<file path="src/rtl/core/lfsr_ks_pkg.sv">
// Shared types and constants for the configurable LFSR key stepper.
package lfsr_ks_pkg;

	// Register indexes on the configuration port
	localparam logic [2:0] REG_WIDE_MODE      = 3'd0;
	localparam logic [2:0] REG_FIBONACCI_FORM = 3'd1;
	localparam logic [2:0] REG_SHIFT_LEFT     = 3'd2;
	localparam logic [2:0] REG_TAP_MASK       = 3'd3;
	localparam logic [2:0] REG_SEED           = 3'd4;

	localparam int unsigned KEY_W   = 16;
	localparam int unsigned COUNT_W = 17;

	localparam logic [KEY_W-1:0]   MASK_WIDE        = 16'hFFFF;
	localparam logic [KEY_W-1:0]   MASK_NARROW      = 16'h00FF;
	localparam logic [KEY_W-1:0]   TOP_WIDE         = 16'h8000;
	localparam logic [KEY_W-1:0]   TOP_NARROW       = 16'h0080;
	localparam logic [COUNT_W-1:0] ROUND_LIMIT_WIDE = 17'h10000;

	// Generator configuration as seen by the step logic
	typedef struct packed {
		logic             wide_mode;
		logic             fibonacci_form;
		logic             shift_left;
		logic [KEY_W-1:0] tap_mask;
	} lfsr_cfg_t;

endpackage

</file>
<file path="src/rtl/core/configurable_lfsr_key_stepper.sv">
// Top level of the configurable LFSR key stepper: config, run state and result register.
//
// Usage: write the five registers (wide_mode, fibonacci_form, shift_left,
// tap_mask, seed) through cfg_we / cfg_index / cfg_data while the block is
// idle. Each item on the input channel (in_valid / in_ready) carries one
// restart bit and produces exactly one result item on the output channel
// (out_valid / out_ready): the current key, its round index, active and last.
// An item with restart set loads the seed and starts a run; once a result
// with last set has gone out, further items return an all-zero, inactive
// result until the next restart.
// The result of an item is registered and presented in the cycle after acceptance.
// Throughput: one item per cycle; the run state (key, round count, ended
// flag) updates through the combinational step logic, which sets the
// rate. in_ready is high whenever the result register is empty or is being
// taken in the same cycle, so a stalled receiver holds at most one result and
// back-pressures the input. After reset the configuration, key and round
// count are zero, no run is in progress and the output channel is empty.
module configurable_lfsr_key_stepper import lfsr_ks_pkg::*; #(
	parameter int unsigned ROUND_LIMIT_NARROW = 256
) (
	input  logic               clk,
	input  logic               arst_n,
	// configuration write port
	input  logic               cfg_we,
	input  logic [2:0]         cfg_index,
	input  logic [KEY_W-1:0]   cfg_data,
	// input channel
	input  logic               in_valid,
	output logic               in_ready,
	input  logic               restart,
	// output channel
	output logic               out_valid,
	input  logic               out_ready,
	output logic [KEY_W-1:0]   key_value,
	output logic [KEY_W-1:0]   round_index,
	output logic               active,
	output logic               last
);

	localparam logic [COUNT_W-1:0] LIMIT_NARROW = COUNT_W'(ROUND_LIMIT_NARROW);

	lfsr_cfg_t        cfg_q;
	logic [KEY_W-1:0] seed_q;

	logic [KEY_W-1:0]   key_q;
	logic [COUNT_W-1:0] count_q;
	logic               run_ended_q;

	logic               out_valid_q;
	logic [KEY_W-1:0]   key_value_q;
	logic [KEY_W-1:0]   round_index_q;
	logic               active_q;
	logic               last_q;

	logic               in_fire;
	logic [KEY_W-1:0]   mask;
	logic [KEY_W-1:0]   seed_w;
	logic [COUNT_W-1:0] limit;
	logic [KEY_W-1:0]   key_cur;
	logic [COUNT_W-1:0] count_cur;
	logic               ended_cur;
	logic [KEY_W-1:0]   nk;
	logic [COUNT_W-1:0] count_inc;
	logic               run_end;

	// Hold configuration registers
	always_ff @(posedge clk or negedge arst_n) begin
		if (!arst_n) begin
			cfg_q  <= '0;
			seed_q <= '0;
		end else if (cfg_we) begin
			case (cfg_index)
				REG_WIDE_MODE:      cfg_q.wide_mode      <= cfg_data[0];
				REG_FIBONACCI_FORM: cfg_q.fibonacci_form <= cfg_data[0];
				REG_SHIFT_LEFT:     cfg_q.shift_left     <= cfg_data[0];
				REG_TAP_MASK:       cfg_q.tap_mask       <= cfg_data;
				REG_SEED:           seed_q               <= cfg_data;
				default: ;
			endcase
		end
	end

	assign in_fire = in_valid && in_ready;
	assign in_ready = !out_valid_q || out_ready;

	// Apply restart ahead of the step
	always_comb begin
		mask   = cfg_q.wide_mode ? MASK_WIDE : MASK_NARROW;
		limit  = cfg_q.wide_mode ? ROUND_LIMIT_WIDE : LIMIT_NARROW;
		seed_w = seed_q & mask;
		if (restart) begin
			key_cur   = seed_w;
			count_cur = '0;
			ended_cur = 1'b0;
		end else begin
			key_cur   = key_q & mask;
			count_cur = count_q;
			ended_cur = run_ended_q;
		end
	end

	lfsr_ks_step u_step (
		.cfg      (cfg_q),
		.key      (key_cur),
		.next_key (nk)
	);

	// Test for the end of the run
	always_comb begin
		count_inc = count_cur + COUNT_W'(1);
		run_end   = (count_inc >= limit) || (nk == '0) || (nk == seed_w);
	end

	// Advance run state on each accepted item
	always_ff @(posedge clk or negedge arst_n) begin
		if (!arst_n) begin
			key_q       <= '0;
			count_q     <= '0;
			run_ended_q <= 1'b1;
		end else if (in_fire && !ended_cur) begin
			key_q       <= nk;
			count_q     <= count_inc;
			run_ended_q <= run_end;
		end
	end

	// Hold result valid until taken
	always_ff @(posedge clk or negedge arst_n) begin
		if (!arst_n) begin
			out_valid_q <= 1'b0;
		end else if (in_fire) begin
			out_valid_q <= 1'b1;
		end else if (out_ready) begin
			out_valid_q <= 1'b0;
		end
	end

	// Load result payload
	always_ff @(posedge clk) begin
		if (in_fire) begin
			if (ended_cur) begin
				key_value_q   <= '0;
				round_index_q <= '0;
				active_q      <= 1'b0;
				last_q        <= 1'b0;
			end else begin
				key_value_q   <= key_cur;
				round_index_q <= count_cur[KEY_W-1:0];
				active_q      <= 1'b1;
				last_q        <= run_end;
			end
		end
	end

	assign out_valid   = out_valid_q;
	assign key_value   = key_value_q;
	assign round_index = round_index_q;
	assign active      = active_q;
	assign last        = last_q;

	// Checks on run state and results
	a_restart_starts: assert property (@(posedge clk) disable iff (!arst_n)
		(in_fire && restart) |=> (out_valid && active && round_index == '0))
		else $error("restart item did not give an active first key at round zero");

	a_last_ends_run: assert property (@(posedge clk) disable iff (!arst_n)
		(in_fire && !ended_cur && run_end) |=> run_ended_q)
		else $error("run did not end after a last key");

	a_idle_zero: assert property (@(posedge clk) disable iff (!arst_n)
		(out_valid && !active) |-> (key_value == '0 && round_index == '0 && !last))
		else $error("inactive result carries nonzero fields");

	a_count_bound: assert property (@(posedge clk) disable iff (!arst_n)
		count_q <= ROUND_LIMIT_WIDE)
		else $error("round count passed the wide limit");

	a_ended_holds: assert property (@(posedge clk) disable iff (!arst_n)
		(run_ended_q && !(in_fire && restart)) |=> (run_ended_q && $stable(key_q)))
		else $error("ended run changed state without restart");

endmodule

</file>
<file path="src/rtl/core/lfsr_ks_step.sv">
// Next-key logic: one Galois or Fibonacci LFSR step, 8 or 16 bits, either direction.
module lfsr_ks_step import lfsr_ks_pkg::*; (
	input  lfsr_cfg_t        cfg,
	input  logic [KEY_W-1:0] key,
	output logic [KEY_W-1:0] next_key
);

	logic [KEY_W-1:0] mask;
	logic [KEY_W-1:0] top;
	logic [KEY_W-1:0] taps;
	logic [KEY_W-1:0] key_w;
	logic             top_bit;
	logic             fb;
	logic [KEY_W-1:0] raw;

	// Select width-dependent masks
	always_comb begin
		mask    = cfg.wide_mode ? MASK_WIDE : MASK_NARROW;
		top     = cfg.wide_mode ? TOP_WIDE : TOP_NARROW;
		taps    = cfg.tap_mask & mask;
		key_w   = key & mask;
		top_bit = |(key_w & top);
		fb      = ^(key_w & taps);
	end

	// Advance the key by one step
	always_comb begin
		case ({cfg.fibonacci_form, cfg.shift_left})
			2'b11: raw = {key_w[KEY_W-2:0], fb};
			2'b10: raw = (key_w >> 1) | (fb ? top : '0);
			2'b01: raw = {key_w[KEY_W-2:0], 1'b0} ^ (top_bit ? taps : '0);
			2'b00: raw = (key_w >> 1) ^ (key_w[0] ? taps : '0);
			default: raw = '0;
		endcase
		next_key = raw & mask;
	end

endmodule
</file>
<file path="config.mk">
export PLATFORM = sky130hd
export DESIGN_NAME = configurable_lfsr_key_stepper
export DESIGN_NICKNAME = d
export VERILOG_FILES = /design/src/rtl/core/lfsr_ks_pkg.sv /design/src/rtl/core/configurable_lfsr_key_stepper.sv /design/src/rtl/core/lfsr_ks_step.sv
export SDC_FILE = /design/constraint.sdc
export NUM_CORES = 1
export LEC_CHECK = 0
export BUFFER_PORTS_ARGS = -buffer_cell sky130_fd_sc_hd__clkbuf_2
export CAP_MARGIN = 15
export CORE_ASPECT_RATIO = 1.25
export CORE_MARGIN = 2
export CORE_UTILIZATION = 65
export CTS_CLUSTER_DIAMETER = 40
export DETAILED_ROUTE_END_ITERATION = 10
export PLACE_DENSITY = 0.86
export SLEW_MARGIN = 20
export SYNTH_ARGS = -nofsm -noshare
export SYNTH_HDL_FRONTEND = slang
export SYNTH_SLANG_ARGS = --single-unit
</file>
<file path="constraint.sdc">
create_clock -name clk -period 9.31 [get_ports clk]
set_input_delay 1.3965 -clock clk [delete_from_list [all_inputs] [get_ports clk]]
set_output_delay 1.3965 -clock clk [all_outputs]
set_load 0.01 [all_outputs]
</file>
==> out/qor.txt <==
Pwr dens: 253 mW/mm^2
Cells after Synth: 737
Post-DP Area: 0.00724 mm^2
DIE WIDTH: 96.4 um
Top post-synthesis cells by area: dfrtp_1 25%, edfxtp_1 15%, mux2_2 8.0%
Lkg Pwr: 3.05 nW
Vias in the first global route: 5872
Number of distinct library cells after synthesis: 74
Max_slew headroom: 38.8%
CP required: 9.37 ns
Crit Reg-Reg Endpoint: last
Synth-to-layout area growth: 8.29%
# Post-CTS Setup Buffers: 0
Fraction of registers with async set/reset: 67.3%
Vias: 6043
Mapped Area: 0.00694 mm^2
Ys flop type: dfrtp_1
Fin util: 71.5%
Startpoint types: primary input
Post-synthesis sequential area ratio: 40.0%
Clock Skews: 0.00822 ns
Worst R2R Setup Slack: 5.20 ns
Root Buffer: clkbuf_16
DRC errors left: 0
Placed cell count: 883
Worst setup path endpoint: last
Synthesized area per cell: 9.42 um^2
# nets final: 790
IO Pins: 61
WL final: 19200 um
FP Rows: 42
Least-Margin Pin Slew: 0.917 ns
Crit path max fanout: 50
GPL Wtd Cong: 0.966
CP startpoint: restart
Area leader, netlist: dfrtp_1
Non-filler cells, final: 899
Setup TNS Final: 0 ns
Yosys top cell area share: 24.9%
Die area: 0.0115 mm^2
N_diodes: 0
Place WS: 3.87 ns
Largest net degree at the start of global routing: 71
Initial DRC Count: 569
Grt ovf: 0
RSZ-0062 raised after global routing: no
Fmax: 195 MHz
CTS sink count: 104
Clk buf depth: 2
Hold_buf cts: 0
Post-synth EDFFs: 34
Max cap viols: 0
Antenna violations before repair: 0
DR WL/cell: 21.3 um
Final Hold Viols: 0
Post-synthesis register bit count: 104
R2R depth: 10
Core Area: 0.0105 mm^2
First-pass GRT wire length: 30700 um
Ratio of cells with drive above 1 in the final layout: 19.8%
Status: complete, no violations
CTS HTree Levels: 3
Max-slew violation count: 0
HP Class: reg -> reg
PortBufs: 60
Die height: 120 um
Critical Path End Type: flip-flop
Worst setup margin: 4.18 ns
Reg clk slew, reported paths: 0.07 ns
Layout filler cell count: 806
Commonest cells post-synth: 102 x nand2_1, 69 x dfrtp_1, 51 x nor2_1, 49 x mux2_2, 45 x o21ai_0
Drt first pass iters: 5
Routed Antenna Nets: 0
Crit path arrival time: 5.19 ns
Setup CP Type: in -> reg
Total CTS buffers: 9
Syn Nets: 765
Post-CTS sizing: 0
Most frequent cell after synthesis: nand2_1
Post-route cell area: 0.00752 mm^2
Yosys Warn Count: 0
Final Cycle Share: 55.1%
All-layer global routing usage: 34.7%
Worst r2r src: cfg_q[16]
Post-DP HPWL: 13500 um
Final setup violation count: 0
Final min period: 5.13 ns
Clock Latency Late Sink: 0.36 ns
Initial Util: 66.0%
Max VDD drop: 0.156 mV
Via density: 6.72
CTS tree: yes
-- cell usage in the layout, fill, tap and decap left out, types with 7 or more instances in the layout --
| cell type | n |
|---|---|
| a211oi_1 | 7 |
| a21oi_1 | 29 |
| a31oi_1 | 10 |
| and2_1 | 18 |
| buf_4 | 9 |
| clkbuf_16 | 9 |
| clkbuf_2 | 59 |
| dfrtp_1 | 69 |
| edfxtp_1 | 34 |
| inv_1 | 10 |
| mux2_2 | 49 |
| mux2i_1 | 31 |
| nand2_1 | 102 |
| nand2b_1 | 9 |
| nand3_1 | 23 |
| nand4_1 | 7 |
| nor2_1 | 51 |
| nor2b_1 | 10 |
| nor3_1 | 17 |
| nor4_1 | 8 |
| o21ai_0 | 45 |
| xnor2_1 | 11 |
| xor2_1 | 23 |
-- how the worst min path moves through the flow --
stage / slack [ns] / cells after the start / from / endpoint
floorplan: 0.45 / 2 / key_q[1] / key_q[1]
global placement: 0.48 / 2 / count_q[16] / count_q[16]
detailed placement: 0.49 / 2 / count_q[16] / count_q[16]
CTS: 0.51 / 2 / count_q[16] / count_q[16]
global route: 0.52 / 2 / count_q[16] / count_q[16]
finish: 0.51 / 2 / count_q[16] / count_q[16]
-- per-stage QoR --
| step | total power, mW | hold slack (ns) |
|---|---|---|
| 2_1_floorplan | 1.29 | 0.449 |
| 3_3_place_gp | 1.50 | 0.481 |
| 3_5_place_dp | 1.52 | 0.493 |
| 4_1_cts | 1.88 | 0.508 |
| 5_1_grt | 2.00 | 0.517 |
| 6_report | 1.90 | 0.515 |
-- power by group --
part | switching [mW] | internal (mW) | leakage, nW
combinational | 0.473 | 0.343 | 1.70
sequential | 0.149 | 0.571 | 1.21
clock | 0.183 | 0.185 | 0.135
-- worst max-delay path, cell delays in order --
cell,delay (ns)
clkbuf_2,0.61
buf_4,0.58
mux2_4,0.37
nand2_1,0.09
xnor3_1,0.39
xnor3_1,0.43
xor3_2,0.55
nor4_1,0.39
a2111oi_2,0.10
nand4_1,0.15
a41oi_2,0.11
-- routing by layer --
| layer | global-route usage [%] | vias to the layer above | part of all wire [%] |
|---|---|---|---|
| met3 | 7.09 | 51 | 7.4 |
| met4 | 13.4 | 0 | 3.1 |
| met5 | 0 | - | 0 |
| met2 | 56.3 | 321 | 51 |
| met1 | 45.4 | 2905 | 39 |
| li1 | - | 2766 | - |
-- flip-flops by register name, summed over array words and instances (netlist names) --
signal	flops
round_index	16
cfg_q	19
active	1
run_ended_q	1
count_q	17
key_value	16
last	1
key_q	16
seed_q	16
out_valid	1
-- cell type report --
type / count / area, um^2 / area share (%)
multi-input cells: 568 / 3890 / 51.8
flip-flops and latches: 104 / 2770 / 36.9
repair buffers: 69 / 368 / 4.89
clock buffers: 9 / 225 / 3.00
well taps: 132 / 165 / 2.20
clock inverters: 7 / 55.1 / 0.732
inverters: 10 / 37.5 / 0.499
-- kinds of logic after synthesis --
family,Yosys count,synth area share (%)
AOI/OAI and AO/OA,164,16.1
xor gates and xnor gates,39,5.86
adders and majority gates,3,0.541
buffers and inverters,65,4.06
DFF,104,40.0
muxes,87,14.5
and+or+nand+nor,275,19.0
No activity file was read; power rests on OpenSTA's default activity.
